<file path="config.mk">
export PLATFORM = sky130hd
export DESIGN_NAME = eth_ipv4_tcp_header_check_top
export DESIGN_NICKNAME = d
export VERILOG_FILES = /design/src/rtl/eitc_pkg.sv /design/src/rtl/eitc_hdr_acc.sv /design/src/rtl/eitc_verdict.sv /design/src/rtl/eth_ipv4_tcp_header_check_top.sv
export SDC_FILE = /design/constraint.sdc
export NUM_CORES = 1
export LEC_CHECK = 0
export BUFFER_PORTS_ARGS = -buffer_cell sky130_fd_sc_hd__buf_4
export CORE_UTILIZATION = 44
export DETAILED_ROUTE_END_ITERATION = 12
export GPL_TIMING_DRIVEN = 0
export MAX_ROUTING_LAYER = met4
export SKIP_LAST_GASP = 1
export SYNTH_ARGS = -nofsm -noshare
export SYNTH_HDL_FRONTEND = slang
export SYNTH_SLANG_ARGS = --single-unit
</file>
<file path="constraint.sdc">
create_clock -name i_clk -period 12.7 [get_ports i_clk]
set_input_delay 0.635 -clock i_clk [delete_from_list [all_inputs] [get_ports i_clk]]
set_output_delay 0.635 -clock i_clk [all_outputs]
set_load 0.02 [all_outputs]
</file>
<file path="src/rtl/eitc_pkg.sv">
// Shared types, constants and helper functions for the Ethernet/IPv4/TCP header checker.
`timescale 1ns / 1ps
package eitc_pkg;

    localparam int unsigned CNT_W = 17;
    localparam logic [CNT_W-1:0] CNT_MAX = 17'h1FFFF;
    localparam logic [CNT_W-1:0] ETH_HDR_BYTES = 17'd14;
    localparam logic [CNT_W-1:0] MIN_HDR_BYTES = 17'd20;
    localparam logic [15:0] ETHERTYPE_IPV4 = 16'h0800;
    localparam logic [7:0] PROTO_TCP = 8'd6;
    localparam logic [7:0] PROTO_UDP = 8'd17;
    localparam logic [7:0] LOOPBACK_NET = 8'h7F;
    localparam logic [15:0] CSUM_GOOD = 16'hFFFF;

    localparam int unsigned CFG_IDX_W = 8;
    localparam logic [CFG_IDX_W-1:0] CFG_IP_CSUM_EN = 8'd0;
    localparam logic [CFG_IDX_W-1:0] CFG_TCP_CSUM_EN = 8'd1;

    localparam int unsigned IN_TDATA_W = 32;
    localparam int unsigned OUT_TDATA_W = 88;

    typedef enum logic [3:0] {
        ST_TCP_OK        = 4'd0,
        ST_FRAG_OK       = 4'd1,
        ST_CAP_GT_WIRE   = 4'd2,
        ST_SHORT_ETH     = 4'd3,
        ST_NOT_IPV4      = 4'd4,
        ST_SHORT_IP      = 4'd5,
        ST_BAD_IHL       = 4'd6,
        ST_LEN_MISMATCH  = 4'd7,
        ST_LAND          = 4'd8,
        ST_LOOPBACK      = 4'd9,
        ST_IP_CSUM       = 4'd10,
        ST_UNSUPP_PROTO  = 4'd11,
        ST_SHORT_TCP     = 4'd12,
        ST_BAD_OFFSET    = 4'd13,
        ST_OFFSET_GT_LEN = 4'd14,
        ST_TCP_CSUM      = 4'd15
    } t_status;

    // Everything the verdict needs, captured at the last byte of a frame.
    typedef struct packed {
        logic [CNT_W-1:0] cap;
        logic [CNT_W-1:0] wire_len;
        logic [15:0]      ether_kind;
        logic [3:0]       ihl;
        logic [15:0]      total_len;
        logic [15:0]      frag_word;
        logic [7:0]       proto;
        logic [31:0]      src_addr;
        logic [31:0]      dst_addr;
        logic [15:0]      ip_sum;
        logic [15:0]      tcp_sum;
        logic [3:0]       thw;
        logic [31:0]      ports;
        logic [7:0]       held;
    } t_snap;

    typedef struct packed {
        t_status          status;
        logic [15:0]      src_port;
        logic [15:0]      dst_port;
        logic [12:0]      frag_off;
        logic             rsv_flag;
        logic             dont_frag;
        logic             more_frag;
        logic             fragmented;
        logic [CNT_W-1:0] pay_off;
        logic [15:0]      pay_len;
    } t_result;

    // Ones'-complement add with end-around carry.
    function automatic logic [15:0] oc_add(input logic [15:0] s, input logic [15:0] w);
        logic [16:0] t;
        begin
            t = {1'b0, s} + {1'b0, w};
            oc_add = t[15:0] + {15'd0, t[16]};
        end
    endfunction

endpackage

</file>
<file path="src/rtl/eitc_hdr_acc.sv">
// Per-byte header capture and running checksums, with the end-of-frame snapshot register.
`timescale 1ns / 1ps
module eitc_hdr_acc (
    input  logic                   i_clk,
    input  logic                   i_rst_n,
    input  logic                   i_valid,
    input  logic [7:0]             i_byte,
    input  logic [eitc_pkg::CNT_W-1:0] i_wire_len,
    input  logic                   i_last,
    input  logic                   i_adv,
    output logic                   o_ready,
    output logic                   o_snap_valid,
    output eitc_pkg::t_snap        o_snap
);
    import eitc_pkg::*;

    logic [CNT_W-1:0] r_cnt, n_cnt;
    logic [CNT_W-1:0] r_fwl, n_fwl;
    logic [15:0] r_eth, n_eth;
    logic [3:0]  r_ihl, n_ihl;
    logic [15:0] r_tot, n_tot;
    logic [15:0] r_frag, n_frag;
    logic [7:0]  r_proto, n_proto;
    logic [31:0] r_sa, n_sa;
    logic [31:0] r_da, n_da;
    logic [15:0] r_ipsum, n_ipsum;
    logic [15:0] r_tcpsum, n_tcpsum;
    logic [3:0]  r_thw, n_thw;
    logic [31:0] r_ports, n_ports;
    logic [7:0]  r_held, n_held;
    logic        r_snap_valid;
    t_snap       r_snap;

    logic             accept;
    logic [CNT_W-1:0] base;
    logic [CNT_W-1:0] tofs;
    logic             in_tcp;
    logic             in_ip;
    logic [15:0]      word;

    assign o_ready      = !r_snap_valid || i_adv;
    assign accept       = i_valid && o_ready;
    assign o_snap_valid = r_snap_valid;
    assign o_snap       = r_snap;

    always_comb begin
        n_fwl   = (r_cnt == '0) ? i_wire_len : r_fwl;
        n_eth   = (r_cnt == 17'd12 || r_cnt == 17'd13) ? {r_eth[7:0], i_byte} : r_eth;
        n_ihl   = (r_cnt == 17'd14) ? i_byte[3:0] : r_ihl;
        n_tot   = (r_cnt == 17'd16 || r_cnt == 17'd17) ? {r_tot[7:0], i_byte} : r_tot;
        n_frag  = (r_cnt == 17'd20 || r_cnt == 17'd21) ? {r_frag[7:0], i_byte} : r_frag;
        n_proto = (r_cnt == 17'd23) ? i_byte : r_proto;
        n_sa    = (r_cnt >= 17'd26 && r_cnt <= 17'd29) ? {r_sa[23:0], i_byte} : r_sa;
        n_da    = (r_cnt >= 17'd30 && r_cnt <= 17'd33) ? {r_da[23:0], i_byte} : r_da;

        // The IP header length in force includes this byte's update.
        base   = ETH_HDR_BYTES + {11'd0, n_ihl, 2'b00};
        in_tcp = (r_cnt >= base);
        in_ip  = (r_cnt >= ETH_HDR_BYTES) && (r_cnt < base);
        tofs   = r_cnt - base;

        n_ports = (in_tcp && tofs < 17'd4) ? {r_ports[23:0], i_byte} : r_ports;
        n_thw   = (in_tcp && tofs == 17'd12) ? i_byte[7:4] : r_thw;

        word     = {r_held, i_byte};
        n_ipsum  = r_ipsum;
        n_tcpsum = r_tcpsum;
        n_held   = r_held;
        if (r_cnt[0]) begin
            if (in_ip) begin
                n_ipsum = oc_add(r_ipsum, word);
            end else if (in_tcp) begin
                n_tcpsum = oc_add(r_tcpsum, word);
            end
        end else begin
            n_held = i_byte;
        end

        n_cnt = (r_cnt < CNT_MAX) ? r_cnt + 17'd1 : r_cnt;
    end

    always_ff @(posedge i_clk) begin
        if (!i_rst_n) begin
            r_cnt <= '0; r_fwl <= '0; r_eth <= '0; r_ihl <= '0; r_tot <= '0;
            r_frag <= '0; r_proto <= '0; r_sa <= '0; r_da <= '0; r_ipsum <= '0;
            r_tcpsum <= '0; r_thw <= '0; r_ports <= '0; r_held <= '0;
        end else if (accept) begin
            if (i_last) begin
                r_cnt <= '0; r_fwl <= '0; r_eth <= '0; r_ihl <= '0; r_tot <= '0;
                r_frag <= '0; r_proto <= '0; r_sa <= '0; r_da <= '0; r_ipsum <= '0;
                r_tcpsum <= '0; r_thw <= '0; r_ports <= '0; r_held <= '0;
            end else begin
                r_cnt <= n_cnt; r_fwl <= n_fwl; r_eth <= n_eth; r_ihl <= n_ihl;
                r_tot <= n_tot; r_frag <= n_frag; r_proto <= n_proto; r_sa <= n_sa;
                r_da <= n_da; r_ipsum <= n_ipsum; r_tcpsum <= n_tcpsum; r_thw <= n_thw;
                r_ports <= n_ports; r_held <= n_held;
            end
        end
    end

    always_ff @(posedge i_clk) begin
        if (!i_rst_n) begin
            r_snap_valid <= 1'b0;
        end else if (accept && i_last) begin
            r_snap_valid <= 1'b1;
        end else if (i_adv) begin
            r_snap_valid <= 1'b0;
        end
    end

    always_ff @(posedge i_clk) begin
        if (accept && i_last) begin
            r_snap.cap        <= n_cnt;
            r_snap.wire_len   <= n_fwl;
            r_snap.ether_kind <= n_eth;
            r_snap.ihl        <= n_ihl;
            r_snap.total_len  <= n_tot;
            r_snap.frag_word  <= n_frag;
            r_snap.proto      <= n_proto;
            r_snap.src_addr   <= n_sa;
            r_snap.dst_addr   <= n_da;
            r_snap.ip_sum     <= n_ipsum;
            r_snap.tcp_sum    <= n_tcpsum;
            r_snap.thw        <= n_thw;
            r_snap.ports      <= n_ports;
            r_snap.held       <= n_held;
        end
    end

endmodule

</file>
<file path="src/rtl/eitc_verdict.sv">
// Frame verdict logic from the captured snapshot, and the result register.
`timescale 1ns / 1ps
module eitc_verdict (
    input  logic              i_clk,
    input  logic              i_rst_n,
    input  logic              i_snap_valid,
    input  eitc_pkg::t_snap   i_snap,
    input  logic              i_ip_en,
    input  logic              i_tcp_en,
    input  logic              i_m_ready,
    output logic              o_adv,
    output logic              o_valid,
    output eitc_pkg::t_result o_res
);
    import eitc_pkg::*;

    logic             r_valid;
    t_result          r_res, n_res;

    logic [CNT_W-1:0] len;
    logic [CNT_W-1:0] hlen;
    logic [CNT_W-1:0] thl;
    logic [CNT_W-1:0] tl;
    logic [12:0]      off;
    logic             mf;
    logic             frag_ok;
    logic [15:0]      pad;
    logic [18:0]      tsum;
    logic [16:0]      fold1;
    logic [16:0]      fold2;

    assign o_adv   = !r_valid || i_m_ready;
    assign o_valid = r_valid;
    assign o_res   = r_res;

    always_comb begin
        len  = (i_snap.cap >= ETH_HDR_BYTES) ? i_snap.cap - ETH_HDR_BYTES : '0;
        hlen = {11'd0, i_snap.ihl, 2'b00};
        thl  = {11'd0, i_snap.thw, 2'b00};
        tl   = len - hlen;
        off  = i_snap.frag_word[12:0];
        mf   = i_snap.frag_word[13];
        // Pseudo-header and odd trailing byte folded into the segment sum.
        pad  = tl[0] ? {i_snap.held, 8'd0} : 16'd0;
        tsum = {3'd0, i_snap.tcp_sum} + {3'd0, pad}
             + {3'd0, i_snap.src_addr[31:16]} + {3'd0, i_snap.src_addr[15:0]}
             + {3'd0, i_snap.dst_addr[31:16]} + {3'd0, i_snap.dst_addr[15:0]}
             + {11'd0, i_snap.proto} + {3'd0, tl[15:0]};
        fold1 = {1'b0, tsum[15:0]} + {14'd0, tsum[18:16]};
        fold2 = {1'b0, fold1[15:0]} + {16'd0, fold1[16]};

        n_res   = '0;
        frag_ok = 1'b0;
        priority if (i_snap.cap > i_snap.wire_len) begin
            n_res.status = ST_CAP_GT_WIRE;
        end else if (i_snap.cap < ETH_HDR_BYTES) begin
            n_res.status = ST_SHORT_ETH;
        end else if (i_snap.ether_kind != ETHERTYPE_IPV4) begin
            n_res.status = ST_NOT_IPV4;
        end else if (len < MIN_HDR_BYTES) begin
            n_res.status = ST_SHORT_IP;
        end else if (hlen < MIN_HDR_BYTES || hlen > len) begin
            n_res.status = ST_BAD_IHL;
        end else if ({1'b0, i_snap.total_len} != len) begin
            n_res.status = ST_LEN_MISMATCH;
        end else if (i_snap.src_addr == i_snap.dst_addr) begin
            n_res.status = ST_LAND;
        end else if (i_snap.src_addr[31:24] == LOOPBACK_NET
                     || i_snap.dst_addr[31:24] == LOOPBACK_NET) begin
            n_res.status = ST_LOOPBACK;
        end else if (i_ip_en && i_snap.ip_sum != CSUM_GOOD) begin
            n_res.status = ST_IP_CSUM;
        end else begin
            frag_ok = 1'b1;
            // A first fragment of UDP is handled as unfragmented, then refused.
            priority if ((off != '0 || mf) && !(off == '0 && i_snap.proto == PROTO_UDP)) begin
                n_res.status  = ST_FRAG_OK;
                n_res.pay_off = ETH_HDR_BYTES + hlen;
                n_res.pay_len = tl[15:0];
            end else if (i_snap.proto != PROTO_TCP) begin
                n_res.status = ST_UNSUPP_PROTO;
            end else if (tl < MIN_HDR_BYTES) begin
                n_res.status = ST_SHORT_TCP;
            end else if (thl < MIN_HDR_BYTES) begin
                n_res.status = ST_BAD_OFFSET;
            end else if (thl > tl) begin
                n_res.status = ST_OFFSET_GT_LEN;
            end else if (i_tcp_en && fold2[15:0] != CSUM_GOOD) begin
                n_res.status = ST_TCP_CSUM;
            end else begin
                n_res.status   = ST_TCP_OK;
                n_res.src_port = i_snap.ports[31:16];
                n_res.dst_port = i_snap.ports[15:0];
                n_res.pay_off  = ETH_HDR_BYTES + hlen + thl;
                n_res.pay_len  = tl[15:0] - thl[15:0];
            end
        end
        if (frag_ok) begin
            n_res.frag_off   = off;
            n_res.rsv_flag   = i_snap.frag_word[15];
            n_res.dont_frag  = i_snap.frag_word[14];
            n_res.more_frag  = mf;
            n_res.fragmented = (off != '0) || mf;
        end
    end

    always_ff @(posedge i_clk) begin
        if (!i_rst_n) begin
            r_valid <= 1'b0;
        end else if (o_adv) begin
            r_valid <= i_snap_valid;
        end
    end

    always_ff @(posedge i_clk) begin
        if (o_adv && i_snap_valid) begin
            r_res <= n_res;
        end
    end

endmodule

</file>
<file path="src/rtl/eth_ipv4_tcp_header_check_top.sv">
// Top level of the Ethernet/IPv4/TCP header checker: ports, configuration and assertions.
`timescale 1ns / 1ps
// Usage
// The slave stream carries one captured frame byte per word, from the destination
// address onwards, with the wire length alongside and tlast on the final byte.
// Every byte updates the captured header fields and running checksums, so a word is
// taken in every cycle while s_axis_tready is high. A word with tlast produces one
// verdict word on the master stream; other words produce nothing.
// The last byte's fields go into the snapshot register, and the verdict logic then
// writes its result from the snapshot into the result register.
// If the receiver stalls, one finished verdict waits in the result register and a
// second in the snapshot register; while the snapshot register is occupied and the
// result register cannot move on, s_axis_tready is low for every byte, last or not.
// The configuration channel is always ready; registers are the two checksum enables
// and should be written while no frame is in progress.
// Synchronous active-low reset empties both registers, clears the frame state and
// sets both checksum enables.
module eth_ipv4_tcp_header_check_top (
    input  logic        i_clk,
    input  logic        i_rst_n,
    input  logic        s_axis_tvalid,
    output logic        s_axis_tready,
    input  logic [eitc_pkg::IN_TDATA_W-1:0]  s_axis_tdata,  // data_byte[7:0], wire_length[24:8]
    input  logic        s_axis_tlast,
    output logic        m_axis_tvalid,
    input  logic        m_axis_tready,
    // status[3:0], source_port[19:4], dest_port[35:20], fragment_offset[48:36],
    // reserved_flag[49], dont_fragment[50], more_fragments[51], fragmented[52],
    // payload_offset[69:53], payload_length[85:70]
    output logic [eitc_pkg::OUT_TDATA_W-1:0] m_axis_tdata,
    input  logic        i_cfg_valid,
    output logic        o_cfg_ready,
    input  logic [eitc_pkg::CFG_IDX_W-1:0]   i_cfg_index,
    input  logic        i_cfg_data
);
    import eitc_pkg::*;

    logic    r_ip_en;
    logic    r_tcp_en;
    logic    adv;
    logic    snap_valid;
    t_snap   snap;
    t_result res;

    assign o_cfg_ready = 1'b1;

    always_ff @(posedge i_clk) begin
        if (!i_rst_n) begin
            r_ip_en  <= 1'b1;
            r_tcp_en <= 1'b1;
        end else if (i_cfg_valid) begin
            if (i_cfg_index == CFG_IP_CSUM_EN) begin
                r_ip_en <= i_cfg_data;
            end
            if (i_cfg_index == CFG_TCP_CSUM_EN) begin
                r_tcp_en <= i_cfg_data;
            end
        end
    end

    eitc_hdr_acc u_acc (
        .i_clk        (i_clk),
        .i_rst_n      (i_rst_n),
        .i_valid      (s_axis_tvalid),
        .i_byte       (s_axis_tdata[7:0]),
        .i_wire_len   (s_axis_tdata[24:8]),
        .i_last       (s_axis_tlast),
        .i_adv        (adv),
        .o_ready      (s_axis_tready),
        .o_snap_valid (snap_valid),
        .o_snap       (snap)
    );

    eitc_verdict u_verdict (
        .i_clk        (i_clk),
        .i_rst_n      (i_rst_n),
        .i_snap_valid (snap_valid),
        .i_snap       (snap),
        .i_ip_en      (r_ip_en),
        .i_tcp_en     (r_tcp_en),
        .i_m_ready    (m_axis_tready),
        .o_adv        (adv),
        .o_valid      (m_axis_tvalid),
        .o_res        (res)
    );

    assign m_axis_tdata = {2'b00, res.pay_len, res.pay_off, res.fragmented, res.more_frag,
                           res.dont_frag, res.rsv_flag, res.frag_off, res.dst_port,
                           res.src_port, res.status};

    // Ports are reported only for an accepted TCP segment.
    a_ports_zero: assert property (@(posedge i_clk) disable iff (!i_rst_n)
        (m_axis_tvalid && res.status != ST_TCP_OK) |-> (res.src_port == '0 && res.dst_port == '0))
        else $error("ports nonzero on a rejected frame");

    a_frag_flag: assert property (@(posedge i_clk) disable iff (!i_rst_n)
        m_axis_tvalid |-> (res.fragmented == (res.frag_off != '0 || res.more_frag)))
        else $error("fragmented flag inconsistent with offset and MF");

    a_tcp_offset: assert property (@(posedge i_clk) disable iff (!i_rst_n)
        (m_axis_tvalid && res.status == ST_TCP_OK) |-> (res.pay_off >= 17'd54))
        else $error("TCP payload offset below minimum headers");

    a_stall_hold: assert property (@(posedge i_clk) disable iff (!i_rst_n)
        (snap_valid && !adv) |-> !s_axis_tready)
        else $error("input accepted while both verdict places are full");

    a_reset_empty: assert property (@(posedge i_clk)
        $past(!i_rst_n) |-> !m_axis_tvalid)
        else $error("result valid straight after reset");

endmodule

</file>
# Yosys cells after proc, flatten, opt, wreduce, memory -nomap -nowiden
# Cells that the tools add are included.
[word_totals]
ff_bits = 558
input_bits = 47
word_cells = 200
[classes]
addsub = 21
magnitude_cmp = 18
eq_ne = 19
n_mux = 64
n_reduce_logical = 34
[op_table]
columns = ["op", "count"]
rows = [
  ["2-to-1 mux 16 bit", 14],
  ["2-to-1 mux 33 bit", 6],
  ["2-to-1 mux 32 bit", 6],
  ["adder 19 x 16 -> 19 bit", 5],
  ["equality test 17 x 5 -> 1 bit (second input constant)", 5],
  ["2-to-1 mux 17 bit", 5],
  ["equality test 17 x 4 -> 1 bit (second input constant)", 4],
  ["2-to-1 mux 4 bit", 13],
  ["adder 16 x 16 -> 17 bit", 3],
  ["adder 16 x 1 -> 16 bit", 3],
  [">= comparator 17 x 4 -> 1 bit (second input constant)", 2],
  [">= comparator 17 x 5 -> 1 bit (second input constant)", 2],
  ["greater-than comparator 6 x 17 -> 1 bit", 2],
  ["< comparator 17 x 5 -> 1 bit (second input constant)", 2],
  ["equality test 32 bit", 1],
  ["2-to-1 mux 8 bit", 4],
  ["!= test 16 bit (second input constant)", 2],
  ["adder 19 x 8 -> 19 bit", 1],
  ["adder 16 x 3 -> 17 bit", 1],
  ["adder 17 x 1 -> 17 bit (second input constant)", 1],
  ["adder 17 x 6 -> 17 bit", 1],
  [">= comparator 17 bit", 1],
  ["greater-than comparator 17 bit", 1],
  ["<= comparator 17 x 5 -> 1 bit (second input constant)", 1],
  ["other kinds (32)", 70],
]

# Depth between registers and ports, before layout
# Gate-level depths: netlist of run 1.
[depth]
depth_word = 29
depth_mapped = 53
depth_no_buf = 46

# By module
# From an unflattened synthesis of run 1, not the netlist that was laid out.
[hier_totals]
cells_unflattened = 2998
hier_area_um2 = 31430.1
[modules_own_cells]
columns = ["module", "n_inst", "cells_per_inst", "area_each_um2", "seq_area_each_um2"]
rows = [
  ["eitc_hdr_acc", 1, 1890, 21279.2, 11731.3],
  ["eitc_verdict", 1, 1092, 9993.3, 2302.2],
  ["eth_ipv4_tcp_header_check_top", 1, 16, 157.7, 40.0],
]

# Worst setup path after synthesis of run 1
# OpenSTA, ideal clock, no wires.
[synth_timing]
path_type = "flip-flop to flip-flop"
from = "reg u_acc.r_snap (netlist bit u_acc.o_snap[218])"
to = "reg u_verdict.r_res (netlist bit u_verdict.o_res[12]) (data pin)"
setup_ps = 151
arrival_ps = 10860
t_required_ps = 12549
path_slack_ps = 1689
path_stages_with_launch = 53
cell_sequence = "edfxtp_1 -> ha_1 -> clkbuf_1 -> a2111o_1 -> buf_2 -> nor2_1 -> nand3_1 -> buf_2 -> nand2_1 -> ha_1 -> inv_1 -> fa_1 -> a21o_1 -> a21o_1 -> buf_1 -> nor2_1 -> o21ai_0 -> o211a_1 -> [... 17 more ...] -> fa_1 -> nor2b_1 -> o21bai_1 -> and3b_1 -> clkbuf_1 -> nand2_1 -> nor4_1 -> ha_1 -> ha_1 -> xor2_1 -> nand4_1 -> nor3_1 -> nand3_1 -> or4_1 -> o21a_1 -> o31a_2 -> buf_6 -> nor3_2"
[synth_via]
elab_chain_cells = 21
word_cells_on_any_way = 32
classes_between = "add/sub: 12; order compare: 7; eq/ne: 2; mux: 8; reduce/logical: 3"
[synth_lines]
columns = ["element", "line", "rtl"]
rows = [
  ["start, declared", "eitc_hdr_acc.sv:32", "t_snap r_snap;"],
  [">= comparator 17 x 4 -> 1 bit", "eitc_verdict.sv:37", "len = (i_snap.cap >= ETH_HDR_BYTES) ? i_snap.cap - ETH_HDR_BYTES : '0;"],
  ["2-to-1 mux 17 bit", "eitc_verdict.sv:37", ""],
  ["subtractor 17 x 6 -> 17 bit", "eitc_verdict.sv:40", "tl = len - hlen;"],
  ["2-to-1 mux 16 bit", "eitc_verdict.sv:44", "pad = tl[0] ? {i_snap.held, 8'd0} : 16'd0;"],
  ["adder 16 x 16 -> 17 bit", "eitc_verdict.sv:45", "tsum = {3'd0, i_snap.tcp_sum} + {3'd0, pad}"],
  ["adder 19 x 16 -> 19 bit (2 in series)", "eitc_verdict.sv:46", "+ {3'd0, i_snap.src_addr[31:16]} + {3'd0, i_snap.src_addr[15:0]}"],
  ["adder 19 x 16 -> 19 bit (2 in series)", "eitc_verdict.sv:47", "+ {3'd0, i_snap.dst_addr[31:16]} + {3'd0, i_snap.dst_addr[15:0]}"],
  ["adder 19 x 8 -> 19 bit", "eitc_verdict.sv:48", "+ {11'd0, i_snap.proto} + {3'd0, tl[15:0]};"],
  ["[... 3 more ...]", "-", ""],
  ["!= test 16 bit", "eitc_verdict.sv:88", "end else if (i_tcp_en && fold2[15:0] != CSUM_GOOD) begin"],
  ["logical AND 1 bit", "eitc_verdict.sv:88", ""],
  ["2-to-1 mux 33 bit", "eitc_verdict.sv:88", ""],
  ["2-to-1 mux 33 bit", "eitc_verdict.sv:86", "end else if (thl > tl) begin"],
  ["2-to-1 mux 33 bit", "eitc_verdict.sv:84", "end else if (thl < MIN_HDR_BYTES) begin"],
  ["2-to-1 mux 33 bit", "eitc_verdict.sv:82", "end else if (tl < MIN_HDR_BYTES) begin"],
  ["2-to-1 mux 33 bit", "eitc_verdict.sv:80", "end else if (i_snap.proto != PROTO_TCP) begin"],
  ["2-to-1 mux 33 bit", "eitc_verdict.sv:76", "priority if ((off != '0 || mf) && !(off == '0 && i_snap.proto == PROTO_UDP)) begin"],
  ["end signal, assigned", "eitc_verdict.sv:117", "r_res <= n_res;"],
  ["end, declared", "eitc_verdict.sv:18", "t_result r_res, n_res;"],
]
# Several ways; a longest one is shown, not always the timed one.
# A chain may end at the register's enable or synchronous reset.

# Final worst setup path of run 1
[layout_timing]
from = "reg u_acc.r_snap (netlist bit u_acc.o_snap[218])"
to = "reg u_verdict.r_res (netlist bit u_verdict.o_res[9]) (data pin)"
# The elaborated chain is that of the path after synthesis.

==> results of run 1 <==
## sequential cells by signal, summed over array words and instances (netlist names), 8 cells and up
| register | cells |
|---|---|
| u_acc.o_snap | 234 |
| u_acc.r_cnt | 17 |
| u_acc.r_da | 32 |
| u_acc.r_eth | 16 |
| u_acc.r_frag | 16 |
| u_acc.r_fwl | 17 |
| u_acc.r_held | 8 |
| u_acc.r_ipsum | 16 |
| u_acc.r_ports | 32 |
| u_acc.r_proto | 8 |
| u_acc.r_sa | 32 |
| u_acc.r_tcpsum | 16 |
| u_acc.r_tot | 16 |
| u_verdict.o_res | 76 |
## layout by cell type (no fill, tap or decap), drive strengths merged, types with 21 or more instances in the layout
cell type,synthesis,layout
ha,125,125
nand3,46,46
xnor2,83,83
nor3,48,48
edfxtp,310,310
a22oi,172,172
clkinv,0,21
xor2,84,84
or3,22,22
clkbuf,117,198
o21ai,88,88
buf,40,170
fa,78,78
a21oi,83,83
nor2,112,112
mux2,189,189
and3,28,28
nor2b,192,192
dfxtp,238,238
nor4,35,35
a21o,34,34
inv,163,167
a22o,44,44
and2,80,80
nand2,124,124
nand4,33,33
## power by group through the flow
| stage | registers, W | clock network, W | logic [W] |
|---|---|---|---|
| after floorplan | 0.00197 | 0 | 0.00112 |
| after global placement | 0.00199 | 0 | 0.00145 |
| after detailed placement | 0.00197 | 0 | 0.00150 |
| after CTS | 0.00194 | 0.00180 | 0.00152 |
| after global routing | 0.00194 | 0.00187 | 0.00172 |
| final | 0.00193 | 0.00177 | 0.00153 |
## final cells by class
type / count / area [um^2] / area share
antenna: 2 / 5.00 / 0.000143
buffer: 154 / 677 / 0.0193
clock buffer: 82 / 1710 / 0.0487
clock inverter: 32 / 317 / 0.00904
inverter: 163 / 619 / 0.0177
multi-input combinational: 1934 / 15400 / 0.439
sequential: 548 / 14100 / 0.402
tap: 931 / 1160 / 0.0333
timing repair buffer: 132 / 1060 / 0.0304
## Yosys cell counts, drive strengths merged (5+ instances only)
master    n
a22o     44
or3      22
a22oi   172
inv     163
o21a     15
buf      40
fa       78
o211ai    8
or4       7
a211oi    8
clkbuf  117
a31oi    15
xor2     84
o31ai    11
nor4     35
nand2   124
ha      125
nand4b    5
a21o     34
edfxtp  310
and4      6
o21bai   12
nand3    46
and2     80
nor2b   192
mux2i     9
nor3     48
and3     28
or2      11
nand3b    5
nor4b     7
nand4    33
a21boi   10
a32oi     6
mux2    189
xnor2    83
o21ai    88
dfxtp   238
nand2b   16
o22ai     7
a21oi    83
nor2    112
nor3b     8
## critical path, delay by kind of cell, from the launching register on
family                     cells  cell delay (ps)
DFF                            1              430
xor gates and xnor gates       2              380
adders and majority gates     11             3740
buffers and inverters          7             1010
AOI/OAI and AO/OA             14             3240
and+or+nand+nor               16             3060
## stage by stage
stage	power, W	setup WS (ps)	utilization	std cells	area [um^2]
after floorplan	0.00309	1690	-	2802	30600
after global placement	0.00344	-1050	0.476	3849	32700
after detailed placement	0.00347	-1360	0.478	3854	32800
after CTS	0.00525	2.19	0.509	3973	34900
after global routing	0.00553	-28.2	0.509	3978	35000
final	0.00523	579	0.509	3978	35000
## timing repair
item | CTS | global route
pin swaps | 2 | 3
gates cloned | 0 | 0
endpoints found under the setup margin | 59 | 59
hold buffers | 0 | 0
setup buffers | 5 | 6
gates resized for setup | 16 | 5
## kinds of logic after synthesis
family / Yosys count
multiplexers: 198
XOR/XNOR: 168
buffers and inverters: 320
adder cells (fa/ha/maj): 203
AND/OR/NAND/NOR: 793
AO/OA/AOI/OAI: 559
other: 2
flip-flops: 548
## per-layer routing
| layer | global-route usage | vias to the layer above |
|---|---|---|
| met3 | 0.0432 | 142 |
| met2 | 0.388 | 638 |
| li1 | - | 10500 |
| met5 | - | - |
| met4 | 0.0839 | 0 |
| met1 | 0.336 | 11000 |
## how the worst max path moves through the flow
stage / startpoint / endpoint / slack [ps] / cells after the start
final: u_acc.o_snap[218] / u_verdict.o_res[9] / 580 / 50
after global routing: u_acc.o_snap[218] / u_verdict.o_res[6] / -30 / 51
after CTS: u_acc.o_snap[219] / u_verdict.o_res[6] / 2 / 53
after detailed placement: u_acc.o_snap[218] / u_verdict.o_res[9] / -1360 / 51
after global placement: u_acc.o_snap[218] / u_verdict.o_res[9] / -1050 / 51
after floorplan: u_acc.o_snap[218] / u_verdict.o_res[12] / 1690 / 52
==> summary.txt, run 1 <==
Route
  • Routed wl met2: 39.6 mm
  • DRC: 0
  • Met1 Wirelength: 39.4 mm
  • Routed WL per cell: 21.9 um
  • Avg Vias per Cell: 5.60
  • ANT nets after route: 0
  • Iteration-0 DRC Markers: 1773
  • DR WL met3: 5.12 mm
  • Top layer in use: met4
  • DRT Pass-1 Iters: 5
  • Post-Route WL: 87.0 mm
  • Via count: 22300

Worst setup path
  • Critical path class: reg -> reg
  • CP arrival: 12520 ps
  • Setup crit start kind: register
  • Worst reg2reg path depth: 50
  • Top cell by count, worst path: ha_1
  • CP max FO: 10
  • Worst path required time: 13100 ps
  • Reg2Reg Setup Slack: 580 ps
  • Slowest cell on crit path: fa_1
  • R2r startpoint: u_acc.o_snap[218]
  • CP Capture Type: register
  • R2R Path End: u_verdict.o_res[9]
  • CP max stage delay: 590 ps

STA
  • Final setup TNS: 0 ps
  • Worst relative slew slack: 0.00202
  • Worst Skew: 40.4 ps
  • Minimum clock period: 12120 ps
  • Slew Limit Fails: 0
  • Tcrit/Tclk final: 0.954
  • Setup violators final: 0
  • Fmax achieved: 82.5 MHz
  • Worst-Margin Slew: 1500 ps
  • Fin. Hold Viols: 0
  • WHS: 211 ps

Status
  • Failing checks: max-capacitance violations
  • Status: finished, violations left

Synthesis
  • Predominant post-synthesis flop cell: edfxtp_1
  • Mean Syn Cell Area: 11.0 um^2
  • Synth Warn #: 0
  • Adder-cell share of the synthesized area: 0.102
  • Register bit total from synthesis: 548
  • Cells after Synth: 2791
  • Area fraction in and, or, nand and nor cells after synthesis: 0.146
  • Largest family of logic cells by synthesized area: simple AND/OR/NAND/NOR gates
  • Sequential area share after synthesis: 0.460
  • Yosys top cell area share: 0.304
  • Area fraction in compound gates after synthesis: 0.128
  • Async S/R FF share, synth: 0
  • Post-synth top area cell: edfxtp_1
  • Post-Syn Area: 0.0306 mm^2
  • EDFF count, synth: 310
  • XOR/XNOR share of the synthesized area: 0.0485
  • Post-synthesis cell type count: 93
  • Post-synthesis mux area share: 0.0725
  • Synth area leaders: edfxtp_1 30%, dfxtp_1 16%, mux2_2 7.0%, ha_1 5.1%, fa_1 5.1%

Power and ir drop
  • Sequential power share: 0.370
  • Int Power: 0.00352 W
  • Psw: 0.00171 W
  • Clock Power Share: 0.338
  • IR drop worst, VDD: 106 uV
  • PD cells: 149 mW/mm^2
  • Pleak: 13.5 nW
  • Net Sw Frac: 0.327
  • Part of the power in combinational logic: 0.292

Worst hold path
  • Sink of the worst hold path: r_tcp_en
  • Hold/Removal Path Class: in -> reg
  • Worst hold start: i_cfg_data
  • Min-Delay Path Depth: 3

Global route
  • Largest net degree at the start of global routing: 98
  • GRT overflow: 0
  • Initial antenna violation count: 4
  • Vias in the first global route: 21700
  • Overall Global Routing Usage: 0.252
  • First-pass GRT wire length: 131 mm

Clock tree
  • Clk buf depth: 3
  • Clk Latency, worst-skew pair: 650 ps
  • Root Buffer: clkbuf_16
  • Clock sinks: 548
  • Clk slew on worst S/H paths: 60 ps
  • CTS buffer count: 60
  • CTS tree: done
  • H-Tree Depth: 2

Run
  • Max Cap Violations: 1

Floorplan
  • Die height: 266 um
  • Row Count: 96
  • Initial Util: 0.445
  • CORE AREA: 0.0687 mm^2
  • # IOs: 138
  • Die span in x: 266 um
  • Die ar.: 0.0706 mm^2

Placed design
  • HPWL Detailed: 65.7 mm
  • Count of input and output buffers: 116
  • Routability Congestion: 0.931

Layout
  • Layout net count: 3243
  • FILL cells: 6272
  • Synthesis-to-finish area growth: 14.4%
  • Share of cells above drive strength 1: 0.171
Power figures use the tool's default switching activity.
==> run 2, diff against run 1 <==
clock period = 14.39 ns   (was 12.7 ns; I/O delays follow)
==> run 2 against run 1 <==
  * The run ends with max-capacitance violations, max-slew violations left
  * Sequential power is 11% lower
  * First-iteration DRC count is 5.1% lower
  * Clock skew is 0.63 ps lower
  * Final cell count is 0.18% lower
  * Clock power is 12% lower
  * Wire length is 0.23% lower
  * Largest cell class unchanged
  * Highest routed layer unchanged
==> summary.txt, run 2 (same netlist as run 1, synthesis figures left out) <==
Status
  • Status: finished, violations left
  • Failing checks: max-capacitance violations, max-slew violations

STA
  • Worst relative slew slack: -0.0322
  • Minimum clock period: 13810 ps
  • Setup violators final: 0
  • Tcrit/Tclk final: 0.959
  • Fin. Hold Viols: 0
  • Unrepaired setup endpoints after global routing: false
  • Slew Limit Fails: 11
  • Fmax achieved: 72.4 MHz
  • Final setup TNS: 0 ps
  • Worst Skew: 39.7 ps
  • Worst-Margin Slew: 1550 ps

Clock tree
  • Root Buffer: clkbuf_16
  • CTS buffer count: 60
  • Clk slew on worst S/H paths: 60 ps
  • CTS tree: done
  • Clk Latency, worst-skew pair: 650 ps
  • Postcts setup bufs: 0
  • Gates resized, CTS repair: 0
  • H-Tree Depth: 2
  • Clock sinks: 548
  • Hold Buf Count CTS: 0
  • Clk buf depth: 3

Global route
  • First-pass GRT wire length: 131 mm
  • Vias in the first global route: 21700
  • Initial antenna violation count: 4
  • Overall Global Routing Usage: 0.251
  • Largest net degree at the start of global routing: 98
  • GRT overflow: 0

Floorplan
  • Die span in x: 266 um
  • Die ar.: 0.0706 mm^2
  • Row Count: 96
  • # IOs: 138
  • CORE AREA: 0.0687 mm^2
  • Initial Util: 0.445
  • Die height: 266 um

Power and ir drop
  • Int Power: 0.00310 W
  • Part of the power in combinational logic: 0.290
  • Sequential power share: 0.371
  • Net Sw Frac: 0.326
  • Clock Power Share: 0.339
  • PD cells: 132 mW/mm^2
  • IR drop worst, VDD: 92.7 uV
  • Pleak: 13.5 nW
  • Psw: 0.00150 W

Worst setup path
  • Top cell by count, worst path: ha_1
  • Critical path class: reg -> reg
  • CP max stage delay: 620 ps
  • Slowest cell on crit path: edfxtp_1
  • CP max FO: 10
  • Worst path required time: 14730 ps
  • Setup crit start kind: register
  • CP arrival: 14150 ps
  • CP Capture Type: register

Layout
  • Most common cell after layout, fill and taps aside: edfxtp_1
  • Share of cells above drive strength 1: 0.163
  • FILL cells: 6278
  • Max reg flops: 234
  • Finished Cell Area: 0.0348 mm^2
  • Most frequent cells in the layout: 310 x edfxtp_1, 238 x dfxtp_1, 191 x nor2b_1, 189 x mux2_2, 171 x a22oi_1
  • Synthesis-to-finish area growth: 13.9%
  • Layout net count: 3235

Placed design
  • Count of input and output buffers: 116
  • Routability Congestion: 0.931
  • DP Area: 0.0328 mm^2
  • HPWL Detailed: 65.7 mm

Route
  • Post-Route WL: 86.8 mm
  • DRT Pass-1 Iters: 6
  • ANT nets after route: 0
  • DRC: 0
  • Via count: 22200
  • Iteration-0 DRC Markers: 1683
  • Avg Vias per Cell: 5.59
  • Routed WL per cell: 21.9 um

Run
  • Max Cap Violations: 1

Worst hold path
  • Hold/Removal Path Class: in -> reg
run 2: stage by stage:
stage          setup WS [ps]  instances   util  power (W)  hold slack [ps]
2_1_floorplan           3380       2802      -    0.00273              425
3_3_place_gp             641       3849  0.476    0.00304              437
3_5_place_dp             332       3854  0.478    0.00307              443
4_1_cts                  238       3968  0.507    0.00463              257
5_1_grt                 79.0       3970  0.507    0.00487              324
6_report                 585       3971  0.507    0.00460              297
run 2: layout make-up:
cell class,count,area (um^2),area share
Clock buffer,82,1710,0.0489
Timing Repair Buffer,121,981,0.0282
Tap cell,931,1160,0.0334
Antenna cell,3,7.51,0.000215
Inverter,163,619,0.0178
Buffer,157,688,0.0197
Sequential cell,548,14100,0.404
Clock inverter,32,317,0.00908
Multi-Input combinational cell,1934,15300,0.439
run 2: metal layers:
| layer | track usage | part of all wire | vias up |
|---|---|---|---|
| met3 | 0.0423 | 0.057 | 140 |
| met4 | 0.0837 | 0.034 | 0 |
| met5 | - | 0 | - |
| li1 | - | - | 10500 |
| met1 | 0.336 | 0.46 | 10900 |
| met2 | 0.388 | 0.45 | 636 |
run 2: critical path: cells and delay by family, from the launching register on:
kind	cells	cell delay, ps
AND/OR/NAND/NOR	16	3640
adder cells (fa/ha/maj)	11	3940
flip-flops	1	620
buffers and inverters	8	1360
XOR/XNOR	2	380
AO/OA/AOI/OAI	14	3560
run 2: power groups by stage:
stage / sequential [W] / clock (W) / combinational [W]
after floorplan: 0.00174 / 0 / 0.000985
final: 0.00171 / 0.00156 / 0.00133
after global placement: 0.00175 / 0 / 0.00128
after CTS: 0.00171 / 0.00159 / 0.00133
after global routing: 0.00171 / 0.00165 / 0.00150
after detailed placement: 0.00174 / 0 / 0.00132
run 2: worst paths after layout:
path | slack (ps) | end | cells past startpoint | from
hold reg to reg | 460 | u_acc.r_thw[0] | 2 | u_acc.r_thw[0]
setup reg to reg | 580 | u_verdict.o_res[9] | 51 | u_acc.o_snap[218]
setup / recovery | 580 | u_verdict.o_res[9] | 51 | u_acc.o_snap[218]
hold / removal | 300 | r_tcp_en | 3 | i_cfg_data
==> run 3, diff against run 2 <==
CTS_BUF_LIST = sky130_fd_sc_hd__clkbuf_16   (was unset)
==> run 3 against run 2 <==
  * The run now ends clean
  * Global-route usage about the same
  * Hold slack got worse by 1.4 ps
  * Largest cell class unchanged
  * Clock-buffer cell count down 21
  * Worst setup slack improved by 13 ps
  * Critical path depth unchanged
  * Cell area shrank 0.29%
  * Die area unchanged
  * Fmax about the same
  * Register-to-register slack hardly changed
  * Highest routed layer unchanged
  * First-iteration DRC count up 2.9%
==> summary.txt, run 3 (same netlist as run 1, synthesis figures left out) <==
Route
  • DRT Pass-1 Iters: 8
  • Post-Route WL: 86.9 mm
  • DRC: 0
  • Routed WL per cell: 21.9 um
  • Via count: 22200
  • ANT nets after route: 0
  • Iteration-0 DRC Markers: 1732
  • Avg Vias per Cell: 5.58

Worst setup path
  • R2R Path End: u_verdict.o_res[9]
  • Reg2Reg Setup Slack: 600 ps
  • CP max stage delay: 620 ps
  • CP max FO: 10
  • Setup crit start kind: register
  • Critical path class: reg -> reg
  • Top cell by count, worst path: ha_1
  • CP arrival: 14130 ps
  • Worst reg2reg path depth: 51
  • CP Capture Type: register
  • Worst path required time: 14730 ps
  • Critical Path Sink: u_verdict.o_res[9]
  • CP startpoint: u_acc.o_snap[218]
  • R2r startpoint: u_acc.o_snap[218]
  • Slowest cell on crit path: edfxtp_1

Clock tree
  • H-Tree Depth: 2
  • CTS buffer count: 60
  • Hold Buf Count CTS: 0
  • Clk buf depth: 3
  • Root Buffer: clkbuf_16
  • Clk Latency, worst-skew pair: 650 ps
  • Clock sinks: 548
  • Clk slew on worst S/H paths: 60 ps
  • CTS tree: done

Global route
  • GRT overflow: 0
  • Initial antenna violation count: 4
  • First-pass GRT wire length: 131 mm
  • Largest net degree at the start of global routing: 98
  • Vias in the first global route: 21700
  • Overall Global Routing Usage: 0.251

Layout
  • Finished Cell Area: 0.0347 mm^2
  • Post-Layout Cell Count: 3971
  • Layout net count: 3235
  • Most frequent cells in the layout: 310 x edfxtp_1, 238 x dfxtp_1, 191 x nor2b_1, 189 x mux2_2, 173 x inv_1
  • Share of cells above drive strength 1: 0.160
  • Synthesis-to-finish area growth: 13.6%
  • FILL cells: 6297
  • Max reg flops: 234
  • Most common cell after layout, fill and taps aside: edfxtp_1

Placed design
  • DP Area: 0.0328 mm^2
  • Count of input and output buffers: 116
  • HPWL Detailed: 65.7 mm
  • Routability Congestion: 0.931
  • Pre-CTS setup slack: 332 ps
  • Inst Count DP: 3854

STA
  • PnR worst setup slack: 598 ps
  • Unrepaired setup endpoints after global routing: false
  • Slew Limit Fails: 0
  • Fmax achieved: 72.5 MHz
  • Worst Skew: 41.5 ps
  • Setup violators final: 0
  • Final setup TNS: 0 ps
  • Worst relative slew slack: 0.00898
  • Minimum clock period: 13790 ps
  • Worst-Margin Slew: 1490 ps
  • Fin. Hold Viols: 0
  • Tcrit/Tclk final: 0.958

Run
  • Max Cap Violations: 0

Power and ir drop
  • IR drop worst, VDD: 92.4 uV
  • PD cells: 131 mW/mm^2
  • Pleak: 13.5 nW
  • Total Power: 0.00454 W

Worst hold path
  • Hold/Removal Path Class: in -> reg

Floorplan
  • Die height: 266 um
  • Row Count: 96
  • Die ar.: 0.0706 mm^2
  • CORE AREA: 0.0687 mm^2
  • Initial Util: 0.445
  • Die span in x: 266 um
  • # IOs: 138

Status
  • Status: finished clean
[run 3: metal layers]
layer	global-route usage	wire [um]	vias up
li1	-	-	10500
met1	0.336	39700	10900
met2	0.388	39400	605
met3	0.0422	4880	145
met4	0.0820	2870	0
met5	-	0	-
[run 3: worst min path at each step]
stage	slack [ps]	depth (start not counted)	endpoint	start
floorplan	430	2	u_acc.r_thw[0]	u_acc.r_thw[0]
global placement	440	2	u_acc.r_thw[3]	u_acc.r_thw[3]
detailed placement	440	2	u_acc.r_thw[3]	u_acc.r_thw[3]
CTS	260	3	r_tcp_en	i_cfg_data
global route	320	3	r_tcp_en	i_cfg_data
finish	300	3	r_tcp_en	i_cfg_data
[run 3: metrics by stage]
stage	hold slack, ps	util
finish	296	0.506
global route	324	0.506
CTS	257	0.505
detailed placement	443	0.478
global placement	437	0.476
floorplan	425	-
[run 3: worst max-delay path, delay by kind of cell (launching register included)]
kind	cells	cell delay, ps
AOI/OAI and AO/OA	14	3550
adders and majority gates	11	3940
DFF	1	620
xor gates and xnor gates	2	370
and+or+nand+nor	16	3630
buffers and inverters	8	1360
[run 3: what timing repair did]
| item | CTS | global route |
|---|---|---|
| buffers inserted | 0 | 0 |
| gates resized for setup | 0 | 2 |
| endpoints found under the setup margin | 0 | 56 |
[run 3: report_power, final]
part	internal [W]	leakage (nW)	switching [W]
Sequential	0.00168	4.89	0.0000263
Clock	0.000830	0.978	0.000669
Combinational	0.000529	7.59	0.000804
[run 3: layout make-up]
type                    instances  area [um^2]  area share
repair buffers                121          981      0.0282
diodes                          3         7.51    0.000216
clock buffers                  61         1530      0.0439
flip-flops and latches        548        14100       0.405
well taps                     931         1160      0.0335
clock inverters                53          395      0.0114
inverters                     163          619      0.0178
multi-input cells            1934        15300       0.440
plain buffers                 157          688      0.0198
